$ cat config.mk
export PLATFORM = sky130hd
export DESIGN_NAME = rsa_public_key_der_encoder
export DESIGN_NICKNAME = d
export VERILOG_FILES = /design/src/hdl/rpk_pkg.sv /design/src/hdl/rsa_public_key_der_encoder.sv /design/src/hdl/rpk_front.sv /design/src/hdl/rpk_queue.sv /design/src/hdl/rpk_back.sv
export SDC_FILE = /design/constraint.sdc
export NUM_CORES = 1
export LEC_CHECK = 0
export BUFFER_PORTS_ARGS = -buffer_cell sky130_fd_sc_hd__buf_4
export CAP_MARGIN = 10
export CORE_MARGIN = 2
export CORE_UTILIZATION = 55
export DETAILED_ROUTE_END_ITERATION = 6
export PLACE_DENSITY = 0.75
export SKIP_CTS_REPAIR_TIMING = 1
export SLEW_MARGIN = 40
export SYNTH_ARGS = -nofsm -noshare
export SYNTH_HDL_FRONTEND = slang
export SYNTH_HIERARCHICAL = 1
export SYNTH_SLANG_ARGS = --single-unit
$ cat constraint.sdc
create_clock -name clk -period 7.96 [get_ports clk]
set_input_delay 1.194 -clock clk [delete_from_list [all_inputs] [get_ports clk]]
set_output_delay 1.194 -clock clk [all_outputs]
set_load 0.01 [all_outputs]
$ cat src/hdl/rpk_pkg.sv
// Shared types and constants for the RSA public key DER encoder.
package rpk_pkg;

	// Size limits
	localparam int MAX_MODULUS_BYTES  = 512;
	localparam int MAX_EXPONENT_BYTES = 8;

	// Register widths and effective length widths
	localparam int MOD_REG_W = 10;
	localparam int EXP_REG_W = 4;
	localparam int EXP_VAL_W = 64;
	localparam int MOD_EFF_W = 11;
	localparam int CFG_IDX_W = 2;

	// Reset values of the registers
	localparam logic [MOD_REG_W-1:0] MOD_LEN_RESET = MOD_REG_W'(256);
	localparam logic [EXP_REG_W-1:0] EXP_LEN_RESET = EXP_REG_W'(3);
	localparam logic [EXP_VAL_W-1:0] EXP_VAL_RESET = EXP_VAL_W'(65537);

	// Command queue depth
	localparam int QUEUE_DEPTH = 4;
	localparam int QPTR_W      = $clog2(QUEUE_DEPTH);
	localparam int QCNT_W      = $clog2(QUEUE_DEPTH + 1);

	// DER encoding bytes
	localparam logic [7:0] DER_TAG_SEQUENCE = 8'h30;
	localparam logic [7:0] DER_TAG_INTEGER  = 8'h02;
	localparam logic [7:0] DER_LEN_LONG2    = 8'h82;
	localparam logic [7:0] DER_ZERO_PAD     = 8'h00;

	// Register indexes
	typedef enum logic [CFG_IDX_W-1:0] {
		REG_MODULUS_LENGTH  = 2'd0,
		REG_EXPONENT_LENGTH = 2'd1,
		REG_EXPONENT_VALUE  = 2'd2
	} reg_index_t;

	// One classified modulus byte
	typedef struct packed {
		logic [7:0] data;
		logic       first;
		logic       last;
	} cmd_t;

	// Effective key settings seen by the back end
	typedef struct packed {
		logic [MOD_EFF_W-1:0] mod_len;
		logic [EXP_REG_W-1:0] exp_len;
		logic [EXP_VAL_W-1:0] exp_value;
	} key_cfg_t;

endpackage

$ cat src/hdl/rsa_public_key_der_encoder.sv
// Top level of the RSA public key DER encoder.
// Modulus bytes go in one word per cycle while in_ready is high, most significant first;
// the block emits the DER SEQUENCE { INTEGER modulus, INTEGER exponent } one byte per
// cycle on the output channel while a word is queued and out_ready allows. The front end
// takes a word in any cycle in which the 4-entry command queue has room; the back end
// drains it, each modulus word giving 1 output byte in the body of a key, 9 or 10 for the
// first word (header and optional zero pad) and 3 to 11 more for the last word (exponent
// INTEGER). The output byte rate of the back end sets the sustained throughput. Registers
// are written by the user through cfg_we / cfg_index / cfg_data (0 modulus_length, 1
// exponent_length, 2 exponent_value) only while no output is pending; it is not enforced.
module rsa_public_key_der_encoder import rpk_pkg::*; (
	input  logic                 clk,
	input  logic                 arst_n,
	input  logic                 cfg_we,
	input  logic [CFG_IDX_W-1:0] cfg_index,
	input  logic [EXP_VAL_W-1:0] cfg_data,
	input  logic                 in_valid,
	output logic                 in_ready,
	input  logic [7:0]           modulus_byte,
	output logic                 out_valid,
	input  logic                 out_ready,
	output logic [7:0]           out_byte,
	output logic                 run_last,
	output logic                 key_done
);

	logic     q_full;
	logic     q_empty;
	logic     q_push;
	logic     q_pop;
	cmd_t     push_cmd;
	cmd_t     head_cmd;
	key_cfg_t key_cfg;

	rpk_front u_front (
		.clk          (clk),
		.arst_n       (arst_n),
		.cfg_we       (cfg_we),
		.cfg_index    (cfg_index),
		.cfg_data     (cfg_data),
		.in_valid     (in_valid),
		.in_ready     (in_ready),
		.modulus_byte (modulus_byte),
		.q_full       (q_full),
		.push         (q_push),
		.push_cmd     (push_cmd),
		.key_cfg      (key_cfg)
	);

	rpk_queue u_queue (
		.clk      (clk),
		.arst_n   (arst_n),
		.push     (q_push),
		.push_cmd (push_cmd),
		.full     (q_full),
		.pop      (q_pop),
		.head     (head_cmd),
		.empty    (q_empty)
	);

	rpk_back u_back (
		.clk       (clk),
		.arst_n    (arst_n),
		.key_cfg   (key_cfg),
		.head      (head_cmd),
		.empty     (q_empty),
		.pop       (q_pop),
		.out_valid (out_valid),
		.out_ready (out_ready),
		.out_byte  (out_byte),
		.run_last  (run_last),
		.key_done  (key_done)
	);

endmodule

$ cat src/hdl/rpk_front.sv
// Front end: configuration registers and classification of modulus bytes.
module rpk_front import rpk_pkg::*; (
	input  logic                 clk,
	input  logic                 arst_n,
	input  logic                 cfg_we,
	input  logic [CFG_IDX_W-1:0] cfg_index,
	input  logic [EXP_VAL_W-1:0] cfg_data,
	input  logic                 in_valid,
	output logic                 in_ready,
	input  logic [7:0]           modulus_byte,
	input  logic                 q_full,
	output logic                 push,
	output cmd_t                 push_cmd,
	output key_cfg_t             key_cfg
);

	logic [MOD_REG_W-1:0] mod_len_q;
	logic [EXP_REG_W-1:0] exp_len_q;
	logic [EXP_VAL_W-1:0] exp_val_q;
	logic [MOD_REG_W-1:0] bytes_seen_q;
	logic [MOD_EFF_W-1:0] eff_mod_len;
	logic [EXP_REG_W-1:0] eff_exp_len;
	logic                 is_last;

	// Clamp lengths to their legal ranges
	always_comb begin
		if (mod_len_q == '0) begin
			eff_mod_len = MOD_EFF_W'(1);
		end else if (MOD_EFF_W'(mod_len_q) > MOD_EFF_W'(MAX_MODULUS_BYTES)) begin
			eff_mod_len = MOD_EFF_W'(MAX_MODULUS_BYTES);
		end else begin
			eff_mod_len = MOD_EFF_W'(mod_len_q);
		end
		if (exp_len_q == '0) begin
			eff_exp_len = EXP_REG_W'(1);
		end else if (exp_len_q > EXP_REG_W'(MAX_EXPONENT_BYTES)) begin
			eff_exp_len = EXP_REG_W'(MAX_EXPONENT_BYTES);
		end else begin
			eff_exp_len = exp_len_q;
		end
	end

	assign key_cfg = '{mod_len: eff_mod_len, exp_len: eff_exp_len, exp_value: exp_val_q};

	// Classify the incoming word
	assign in_ready = !q_full;
	assign push     = in_valid && in_ready;
	assign is_last  = (MOD_EFF_W'(bytes_seen_q) + MOD_EFF_W'(1)) >= eff_mod_len;
	assign push_cmd = '{data: modulus_byte, first: (bytes_seen_q == '0), last: is_last};

	// Hold configuration and advance the byte count
	always_ff @(posedge clk or negedge arst_n) begin
		if (!arst_n) begin
			mod_len_q    <= MOD_LEN_RESET;
			exp_len_q    <= EXP_LEN_RESET;
			exp_val_q    <= EXP_VAL_RESET;
			bytes_seen_q <= '0;
		end else begin
			if (cfg_we) begin
				unique case (reg_index_t'(cfg_index))
					REG_MODULUS_LENGTH:  mod_len_q <= cfg_data[MOD_REG_W-1:0];
					REG_EXPONENT_LENGTH: exp_len_q <= cfg_data[EXP_REG_W-1:0];
					REG_EXPONENT_VALUE:  exp_val_q <= cfg_data;
					default: ;
				endcase
			end
			if (push) begin
				bytes_seen_q <= is_last ? '0 : bytes_seen_q + MOD_REG_W'(1);
			end
		end
	end

endmodule

$ cat src/hdl/rpk_queue.sv
// Short command queue between the front and back ends.
module rpk_queue import rpk_pkg::*; (
	input  logic clk,
	input  logic arst_n,
	input  logic push,
	input  cmd_t push_cmd,
	output logic full,
	input  logic pop,
	output cmd_t head,
	output logic empty
);

	cmd_t              slot_q [QUEUE_DEPTH];
	logic [QPTR_W-1:0] wr_ptr_q;
	logic [QPTR_W-1:0] rd_ptr_q;
	logic [QCNT_W-1:0] count_q;

	assign full  = (count_q == QCNT_W'(QUEUE_DEPTH));
	assign empty = (count_q == '0);
	assign head  = slot_q[rd_ptr_q];

	// Store pushed words
	always_ff @(posedge clk) begin
		if (push) begin
			slot_q[wr_ptr_q] <= push_cmd;
		end
	end

	// Advance pointers and occupancy
	always_ff @(posedge clk or negedge arst_n) begin
		if (!arst_n) begin
			wr_ptr_q <= '0;
			rd_ptr_q <= '0;
			count_q  <= '0;
		end else begin
			if (push) begin
				wr_ptr_q <= wr_ptr_q + QPTR_W'(1);
			end
			if (pop) begin
				rd_ptr_q <= rd_ptr_q + QPTR_W'(1);
			end
			if (push && !pop) begin
				count_q <= count_q + QCNT_W'(1);
			end else if (pop && !push) begin
				count_q <= count_q - QCNT_W'(1);
			end
		end
	end

	a_no_pop_empty: assert property (@(posedge clk) disable iff (!arst_n)
		pop |-> !empty) else $error("queue popped while empty");

	a_count_bound: assert property (@(posedge clk) disable iff (!arst_n)
		count_q <= QCNT_W'(QUEUE_DEPTH)) else $error("queue count overflow");

endmodule

$ cat src/hdl/rpk_back.sv
// Back end: walks each queued word through its DER output bytes.
module rpk_back import rpk_pkg::*; (
	input  logic       clk,
	input  logic       arst_n,
	input  key_cfg_t   key_cfg,
	input  cmd_t       head,
	input  logic       empty,
	output logic       pop,
	output logic       out_valid,
	input  logic       out_ready,
	output logic [7:0] out_byte,
	output logic       run_last,
	output logic       key_done
);

	typedef enum logic [3:0] {
		PH_SEQ_TAG,
		PH_SEQ_LONG,
		PH_SEQ_LEN_HI,
		PH_SEQ_LEN_LO,
		PH_MOD_TAG,
		PH_MOD_LONG,
		PH_MOD_LEN_HI,
		PH_MOD_LEN_LO,
		PH_MOD_PAD,
		PH_MOD_DATA,
		PH_EXP_TAG,
		PH_EXP_LEN,
		PH_EXP_PAD,
		PH_EXP_DATA
	} phase_t;

	phase_t         phase_q;
	logic           started_q;
	logic [2:0]     exp_idx_q;
	logic           out_valid_q;
	logic [7:0]     out_byte_q;
	logic           run_last_q;
	logic           key_done_q;

	phase_t         cur_phase;
	phase_t         nxt_phase;
	logic [2:0]     nxt_exp_idx;
	logic [7:0]     cur_byte;
	logic           fin;
	logic           emit;
	logic [2:0]     top_sel;
	logic [2:0]     exp_sel;
	logic           exp_pad;
	logic           mod_pad;
	logic [MOD_EFF_W-1:0] mod_int_len;
	logic [EXP_REG_W-1:0] exp_int_len;
	logic [15:0]    seq_len;

	// Length fields of the encoding
	assign top_sel     = 3'(key_cfg.exp_len - EXP_REG_W'(1));
	assign exp_sel     = top_sel - exp_idx_q;
	assign exp_pad     = key_cfg.exp_value[{top_sel, 3'b111}];
	assign mod_pad     = head.data[7];
	assign mod_int_len = key_cfg.mod_len + MOD_EFF_W'(mod_pad);
	assign exp_int_len = key_cfg.exp_len + EXP_REG_W'(exp_pad);
	assign seq_len     = 16'(mod_int_len) + 16'(exp_int_len) + 16'd6;

	assign cur_phase = started_q ? phase_q : (head.first ? PH_SEQ_TAG : PH_MOD_DATA);

	// Select the byte and the following phase
	always_comb begin
		cur_byte    = DER_ZERO_PAD;
		nxt_phase   = cur_phase;
		nxt_exp_idx = exp_idx_q;
		fin         = 1'b0;
		unique case (cur_phase)
			PH_SEQ_TAG: begin
				cur_byte  = DER_TAG_SEQUENCE;
				nxt_phase = PH_SEQ_LONG;
			end
			PH_SEQ_LONG: begin
				cur_byte  = DER_LEN_LONG2;
				nxt_phase = PH_SEQ_LEN_HI;
			end
			PH_SEQ_LEN_HI: begin
				cur_byte  = seq_len[15:8];
				nxt_phase = PH_SEQ_LEN_LO;
			end
			PH_SEQ_LEN_LO: begin
				cur_byte  = seq_len[7:0];
				nxt_phase = PH_MOD_TAG;
			end
			PH_MOD_TAG: begin
				cur_byte  = DER_TAG_INTEGER;
				nxt_phase = PH_MOD_LONG;
			end
			PH_MOD_LONG: begin
				cur_byte  = DER_LEN_LONG2;
				nxt_phase = PH_MOD_LEN_HI;
			end
			PH_MOD_LEN_HI: begin
				cur_byte  = 8'(mod_int_len[MOD_EFF_W-1:8]);
				nxt_phase = PH_MOD_LEN_LO;
			end
			PH_MOD_LEN_LO: begin
				cur_byte  = mod_int_len[7:0];
				nxt_phase = mod_pad ? PH_MOD_PAD : PH_MOD_DATA;
			end
			PH_MOD_PAD: begin
				cur_byte  = DER_ZERO_PAD;
				nxt_phase = PH_MOD_DATA;
			end
			PH_MOD_DATA: begin
				cur_byte  = head.data;
				nxt_phase = PH_EXP_TAG;
				fin       = !head.last;
			end
			PH_EXP_TAG: begin
				cur_byte  = DER_TAG_INTEGER;
				nxt_phase = PH_EXP_LEN;
			end
			PH_EXP_LEN: begin
				cur_byte    = 8'(exp_int_len);
				nxt_phase   = exp_pad ? PH_EXP_PAD : PH_EXP_DATA;
				nxt_exp_idx = '0;
			end
			PH_EXP_PAD: begin
				cur_byte    = DER_ZERO_PAD;
				nxt_phase   = PH_EXP_DATA;
				nxt_exp_idx = '0;
			end
			PH_EXP_DATA: begin
				cur_byte    = key_cfg.exp_value[{exp_sel, 3'b000} +: 8];
				nxt_phase   = PH_EXP_DATA;
				nxt_exp_idx = exp_idx_q + 3'd1;
				fin         = (exp_idx_q == top_sel);
			end
			default: ;
		endcase
	end

	assign emit = !empty && (!out_valid_q || out_ready);
	assign pop  = emit && fin;

	// Advance the sequence and hold the output word
	always_ff @(posedge clk or negedge arst_n) begin
		if (!arst_n) begin
			phase_q     <= PH_SEQ_TAG;
			started_q   <= 1'b0;
			exp_idx_q   <= '0;
			out_valid_q <= 1'b0;
			out_byte_q  <= '0;
			run_last_q  <= 1'b0;
			key_done_q  <= 1'b0;
		end else begin
			if (emit) begin
				out_valid_q <= 1'b1;
				out_byte_q  <= cur_byte;
				run_last_q  <= fin;
				key_done_q  <= fin && (cur_phase == PH_EXP_DATA);
				started_q   <= !fin;
				phase_q     <= nxt_phase;
				exp_idx_q   <= nxt_exp_idx;
			end else if (out_ready) begin
				out_valid_q <= 1'b0;
			end
		end
	end

	assign out_valid = out_valid_q;
	assign out_byte  = out_byte_q;
	assign run_last  = run_last_q;
	assign key_done  = key_done_q;

	a_done_is_last: assert property (@(posedge clk) disable iff (!arst_n)
		out_valid_q && key_done_q |-> run_last_q) else $error("key_done without run_last");

	a_exp_idx_range: assert property (@(posedge clk) disable iff (!arst_n)
		started_q && phase_q == PH_EXP_DATA |-> exp_idx_q <= top_sel)
		else $error("exponent index past its length");

endmodule

==> summary.txt, run 1 <==
Floorplan
  – Initial core utilization: 56.0%
  – CORE AREA: 0.0151 sq mm
  – Io pins: 91
  – Die area: 0.0164 sq mm
  – Num rows: 45
  – Chip height: 128 microns
  – Chip Width: 128 microns

Route
  – Final WL: 19.6 mm
  – DR top layer: met4
  – Routed length on met1: 8.49 mm
  – Pre-Repair DR Iteration Count: 5
  – DR WL/cell: 20.7 microns
  – # DRC: 0
  – Vias per cell: 5.99
  – Detail Route met2 WL: 9.88 mm
  – WL met3: 952 microns
  – Iteration-0 DRC Markers: 375
  – Vias: 5,692
  – Detail Route Antenna Nets: 0

Timing
  – Slew Limit Fails: 0
  – Slew @ Worst Pin: 702 ps
  – Final worst path period share: 59.6%
  – Final setup vio count: 0
  – Final Hold Vio Count: 0
  – Layout Skew: 7.65 ps
  – Final Worst Setup Slack: 3220 ps
  – Fin crit period: 4740 ps
  – Max Clock Freq: 0.211 GHz
  – RSZ-0062 raised after global routing: no
  – Setup TNS: 0 ps
  – Slew HR: 53.2%

Worst setup path
  – Element type at the critical path end: flip-flop
  – Critical Path RT: 8270 ps
  – Worst R2R End: u_back/out_byte[5]
  – Critical Path Source Type: flip-flop
  – Worst setup path category: flip-flop to flip-flop
  – Reg2reg path depth: 19
  – CP Max Fanout: 5
  – R2R Path Start: u_front/exp_len_q[0]
  – Setup slack, reg-to-reg: 3220 ps
  – Critical path data arrival time: 5050 ps

Clocking
  – Clk buf depth: 2
  – CTS tree: built
  – Sink Count: 154
  – Worst-skew pair later-pin latency: 430 ps
  – CTS buffer count: 17
  – CTS root buf: clkbuf_16
  – H-tree Lvls: 4
  – Reg clk slew, reported paths: 70 ps

Placed design
  – DP Worst Slack: 3270 ps
  – GP Congestion: 0.923
  – # port buffers: 90
  – Post-DP HPWL: 14.1 mm

Synth
  – Seq/Total Area, Yosys: 47.9%
  – Post-synth ARST share: 74.0%
  – Ys flop type: dfrtp_1
  – Post-synthesis cell type count: 87
  – Mapped cell area: 0.00848 sq mm
  – Mean Syn Cell Area: 12.6 sq um
  – Seq cells post-synth: 154
  – Cells after Synth: 675
  – Synth warn: 6
  – Post-synth EDFFs: 40
  – Mapped Nets: 790

Finish
  – Most frequent cells in the layout: dfrtp_1 (109), buf_4 (95), mux2_2 (76)
  – Final #Nets: 864
  – Layout cells sized above 1: 35.8%
  – Commonest non-fill, non-tap cell in the layout: dfrtp_1
  – Diodes inserted: 0
  – Area Growth Syn to Fin: 15.5%
  – Final core occ: 64.7%
  – # fillers: 1,120

Power
  – Clock Power Share: 23.2%
  – Leakage: 4.17 nW
  – Switching Fraction: 38.1%
  – Psw: 1.35 mW
  – Seq pwr share: 34.3%
  – Comb power frac: 42.6%
  – Peak supply drop: 0.219 mV
  – Total Power: 3.54 mW
  – Internal power: 2.19 mW
  – Pwr Density: 362 mW/mm^2

Run status
  – Status: finished, final reports clean

Hold path
  – HP Start: u_back/run_last
  – Hold crit path type: flip-flop to flip-flop
  – Worst hold stages: 1
  – Hold endpoint: u_back/run_last

Global route
  – Vias in the first global route: 5,809
  – Largest net degree at the start of global routing: 76
  – Total grt overflow: 0
  – First-pass GRT wire length: 31.4 mm
  – GRT Util Overall: 25.3%
  – Initial antenna violation count: 0

Job
  – Max-Cap Viols: 0
==> worst max-delay path, cell delays in order, from the launching register on <==
cell	delay, ps
dfstp_2	530
nor2_1	40
nor2_1	350
inv_1	90
ha_1	370
mux4_2	310
mux2_2	300
ha_1	200
ha_1	280
inv_1	60
ha_1	280
inv_1	40
ha_1	210
fa_1	410
a21o_1	200
a21oi_1	320
o211a_1	190
nor2_1	40
a221oi_1	300
a21oi_1	100
==> metal layers <==
metal / vias up / track usage [%]
met5: - / 0
met4: 0 / 7.63
met3: 22 / 6.14
met2: 145 / 41.6
met1: 2902 / 33.6
li1: 2623 / -
==> flip-flops by register name, indices dropped and copies added (netlist names) <==
name	cells
u_front/bytes_seen_q	10
u_back/started_q	1
u_back/key_done	1
u_front/mod_len_q	10
u_front/exp_len_q	4
u_back/phase_q	4
u_queue/slot_q	40
u_front/exp_val_q	64
u_back/out_valid	1
u_queue/rd_ptr_q	2
u_back/run_last	1
u_back/out_byte	8
u_queue/count_q	3
u_queue/wr_ptr_q	2
u_back/exp_idx_q	3
==> cells by family after synthesis <==
| group | after synthesis | share of synthesized area [%] |
|---|---|---|
| fa+ha+maj | 36 | 5.58 |
| xor+xnor | 31 | 3.54 |
| compound gates | 99 | 8.67 |
| flops | 154 | 47.9 |
| other cells | 1 | 0.0442 |
| simple gates | 167 | 10.9 |
| mux | 116 | 19.2 |
| buf+inv | 71 | 4.25 |
==> how the worst max path moves through the flow <==
stage	startpoint	to	slack (ps)	cells past startpoint
floorplan	u_front/exp_len_q[0]	u_back/out_byte[5]	3670	19
global placement	u_front/exp_len_q[0]	u_back/out_byte[5]	3440	19
detailed placement	u_front/exp_len_q[0]	u_back/out_byte[5]	3270	19
CTS	u_front/exp_len_q[0]	u_back/out_byte[5]	3190	19
global route	u_front/exp_len_q[0]	u_back/out_byte[5]	2910	19
finish	u_front/exp_len_q[0]	u_back/out_byte[5]	3220	19
==> power by group through the flow <==
| stage | Sequential, mW | Clock, mW | Combinational (mW) |
|---|---|---|---|
| floorplan | 1.12 | 0 | 1.16 |
| CTS | 1.21 | 0.832 | 1.51 |
| finish | 1.21 | 0.821 | 1.51 |
| global route | 1.24 | 0.865 | 1.65 |
| global placement | 1.21 | 0 | 1.46 |
| detailed placement | 1.22 | 0 | 1.49 |
==> final cells by class <==
type / instances / area, sq um / share of cell area [%]
well taps: 188 / 235 / 2.40
clock buffers: 18 / 450 / 4.60
clock inverters: 14 / 144 / 1.47
flip-flops and latches: 154 / 4060 / 41.4
inverters: 30 / 113 / 1.15
repair buffers: 96 / 724 / 7.40
multi-input cells: 450 / 4070 / 41.5
==> through the flow <==
step / instance area (sq um) / hold slack, ps / cells
6_report: 9800 / 475 / 950
5_1_grt: 9800 / 497 / 950
4_1_cts: 9800 / 483 / 950
3_5_place_dp: 9200 / 469 / 918
3_3_place_gp: 9190 / 460 / 918
2_1_floorplan: 8480 / 456 / 675
==> synth_stat cells (9+ instances only) <==
cell      number  share of area [%]
mux2_2        76                 10
xnor2_1       17                1.8
nand4_1        9               0.66
nor2_1        21               0.93
dfrtp_1      109                 32
a21oi_1       18                1.1
nand2_1       57                2.5
inv_1         28                1.2
mux4_2        26                6.9
ha_1          33                4.9
nor2b_1        9               0.66
a31oi_1        9               0.66
edfxtp_1      40                 14
o21ai_0       21                1.2
buf_4         12                1.1
nand3_1       10               0.59
nand2b_1       9               0.66
xor2_1        11                1.1
clkbuf_1      11               0.49
buf_2         13               0.77
No activity file was read; power rests on OpenSTA's default activity.
==> run 2: changes to the inputs <==
Settings changed: CORE_UTILIZATION 55 to 54, PLACE_DENSITY 0.75 to 0.77.
Clock period 7.96 ns to 4.1 ns, I/O delays scaled along.
==> run 2 against run 1 <==
  * Worst hold slack lost 260 ps
  * Register-to-register slack lost 3100 ps
  * Combinational power grew 120%
  * Critical path depth is the same
  * Non-clock buffer count grew 20
  * Setup slack lost 3100 ps
  * Core utilization grew 1.6 points
  * Clock skew is essentially flat
  * Count of clock-buffer cells in the layout is the same
==> summary.txt, run 2 (same netlist as run 1, synthesis figures left out) <==
Timing
  – Final Worst Setup Slack: 133 ps
  – Layout Skew: 7.35 ps
  – Final setup vio count: 0
  – Slew HR: 49.5%
  – Fin crit period: 3970 ps
  – Slew Limit Fails: 0
  – Final worst path period share: 96.8%
  – RSZ-0062 raised after global routing: yes
  – Slew @ Worst Pin: 758 ps
  – Final Hold Vio Count: 0
  – Max Clock Freq: 0.252 GHz

Worst setup path
  – Critical Path RT: 4460 ps
  – Worst setup path category: flip-flop to flip-flop
  – Crit-path cells: nor2b_4 -> inv_1 -> ha_4 -> mux4_2 -> mux2_4 -> ha_4 -> ha_4 -> inv_4 -> ha_4 -> inv_2 -> ha_4 -> fa_2 -> a21o_1 -> a21oi_2 -> buf_4 -> a311oi_2 -> xnor2_1 -> nand2b_4 -> a21oi_2
  – Crit path max-delay cell type: dfstp_2
  – R2R Path Start: u_front/exp_len_q[1]
  – Worst path max stage delay: 550 ps
  – Most used cell, CP: ha_4
  – Element type at the critical path end: flip-flop
  – Critical Path Source Type: flip-flop
  – Critical path data arrival time: 4330 ps
  – Critical Path Start: u_front/exp_len_q[1]
  – CP Max Fanout: 3

Floorplan
  – CORE AREA: 0.0153 sq mm
  – Num rows: 45
  – Die area: 0.0167 sq mm
  – Initial core utilization: 55.6%
  – Io pins: 91
  – Chip height: 129 microns
  – Chip Width: 129 microns

Finish
  – Sequential Area: 0.00406 sq mm
  – Final #Nets: 884
  – Top Registers: u_front/exp_val_q: 64 flops, u_queue/slot_q: 40 flops
  – Register with the most flip-flops: u_front/exp_val_q
  – Max reg flops: 64
  – # fillers: 1,105
  – Layout cells sized above 1: 39.9%
  – Multi-input gate area: 0.00421 sq mm
  – Final core occ: 66.3%
  – Area Growth Syn to Fin: 19.3%
  – Non-filler instance count after layout: 993
  – Commonest non-fill, non-tap cell in the layout: buf_4
  – Most frequent cells in the layout: buf_4 (112), dfrtp_1 (109), mux2_2 (75)
  – Diodes inserted: 0

Hold path
  – Hold crit path type: primary input to async pin

Route
  – Detail Route Antenna Nets: 0
  – Iteration-0 DRC Markers: 551
  – Final WL: 19.4 mm
  – Vias per cell: 5.74
  – Vias: 5,696
  – DR WL/cell: 19.5 microns
  – # DRC: 0
  – Pre-Repair DR Iteration Count: 5

Power
  – Leakage: 4.28 nW
  – Pwr Density: 698 mW/mm^2
  – Peak supply drop: 0.345 mV

Global route
  – Initial antenna violation count: 0
  – Total grt overflow: 0
  – First-pass GRT wire length: 30.1 mm
  – Vias in the first global route: 5,677
  – GRT Util Overall: 24.1%
  – Largest net degree at the start of global routing: 81

Placed design
  – Placed Cells: 958
  – # port buffers: 90
  – DP Worst Slack: -66.0 ps
  – GP Congestion: 0.860
  – Post-DP HPWL: 14.2 mm

Clocking
  – CTS tree: built
  – Clk buf depth: 2
  – H-tree Lvls: 4
  – CTS root buf: clkbuf_16
  – CTS buffer count: 17
  – Reg clk slew, reported paths: 70 ps
  – Sink Count: 154
  – Worst-skew pair later-pin latency: 440 ps

Run status
  – Status: finished, final reports clean

Job
  – Max-Cap Viols: 0
run 2: cell types whose count changed in the layout (fill, tap and decap cells not counted), sizes merged:
| cell | before | now |
|---|---|---|
| clkinv | 6 | 4 |
| clkinvlp | 0 | 1 |
| inv | 37 | 39 |
| buf | 96 | 116 |
| bufinv | 1 | 0 |
run 2: path summary, 6_finish.rpt:
path                                              end  slack [ps]  cells past startpoint
worst max-delay path               u_back/out_byte[7]         130                     19
worst min-delay path             u_front/exp_val_q[5]         220                      1
worst max register to register     u_back/out_byte[7]         130                     19
worst min register to register        u_back/run_last         480                      1
max in group asynchronous       u_front/exp_val_q[42]        3190                      2
min in group clk                 u_queue/slot_q[3][7]         380                      1
run 2: final cells by class:
class                      instances  area share, %
multi-input combinational        450           41.6
sequential                       154           40.1
timing repair buffer             116           8.84
clock buffer                      18           4.45
tap                              211           2.61
clock inverter                    14           1.18
inverter                          30           1.14
run 2: critical path, delay by kind of cell, from the launching register on:
family,cells,cell delay [ps]
adders and majority gates,6,1480
AOI/OAI and AO/OA,4,510
and+or+nand+nor,2,290
DFF,1,550
muxes,2,590
buffers and inverters,4,310
xor gates and xnor gates,1,160
run 2: routing by layer:
layer	GRT usage [%]	part of all wire (%)	routed length (microns)	vias up
li1	-	-	-	2654
met1	34.0	44	8500	2864
met2	37.3	49	9560	154
met3	5.24	4.9	958	24
met4	8.63	1.8	351	0
met5	0	0	0	-
run 2: metrics by stage:
stage | TNS [ps] | total power [mW] | cell area (sq um) | hold slack [ps]
2_1_floorplan | 0 | 4.44 | 8490 | 319
3_3_place_gp | 0 | 5.29 | 9360 | 466
3_5_place_dp | -149 | 5.39 | 9380 | 470
4_1_cts | -251 | 6.93 | 9940 | 242
5_1_grt | 0 | 7.46 | 10100 | 251
6_report | 0 | 7.06 | 10100 | 216
run 2: power breakdown:
| group | internal (mW) | total [mW] | switching, mW |
|---|---|---|---|
| registers | 1.97 | 2.30 | 0.327 |
| logic | 1.58 | 3.25 | 1.66 |
| clock network | 0.833 | 1.51 | 0.681 |
| total | 4.39 | 7.06 | 2.67 |
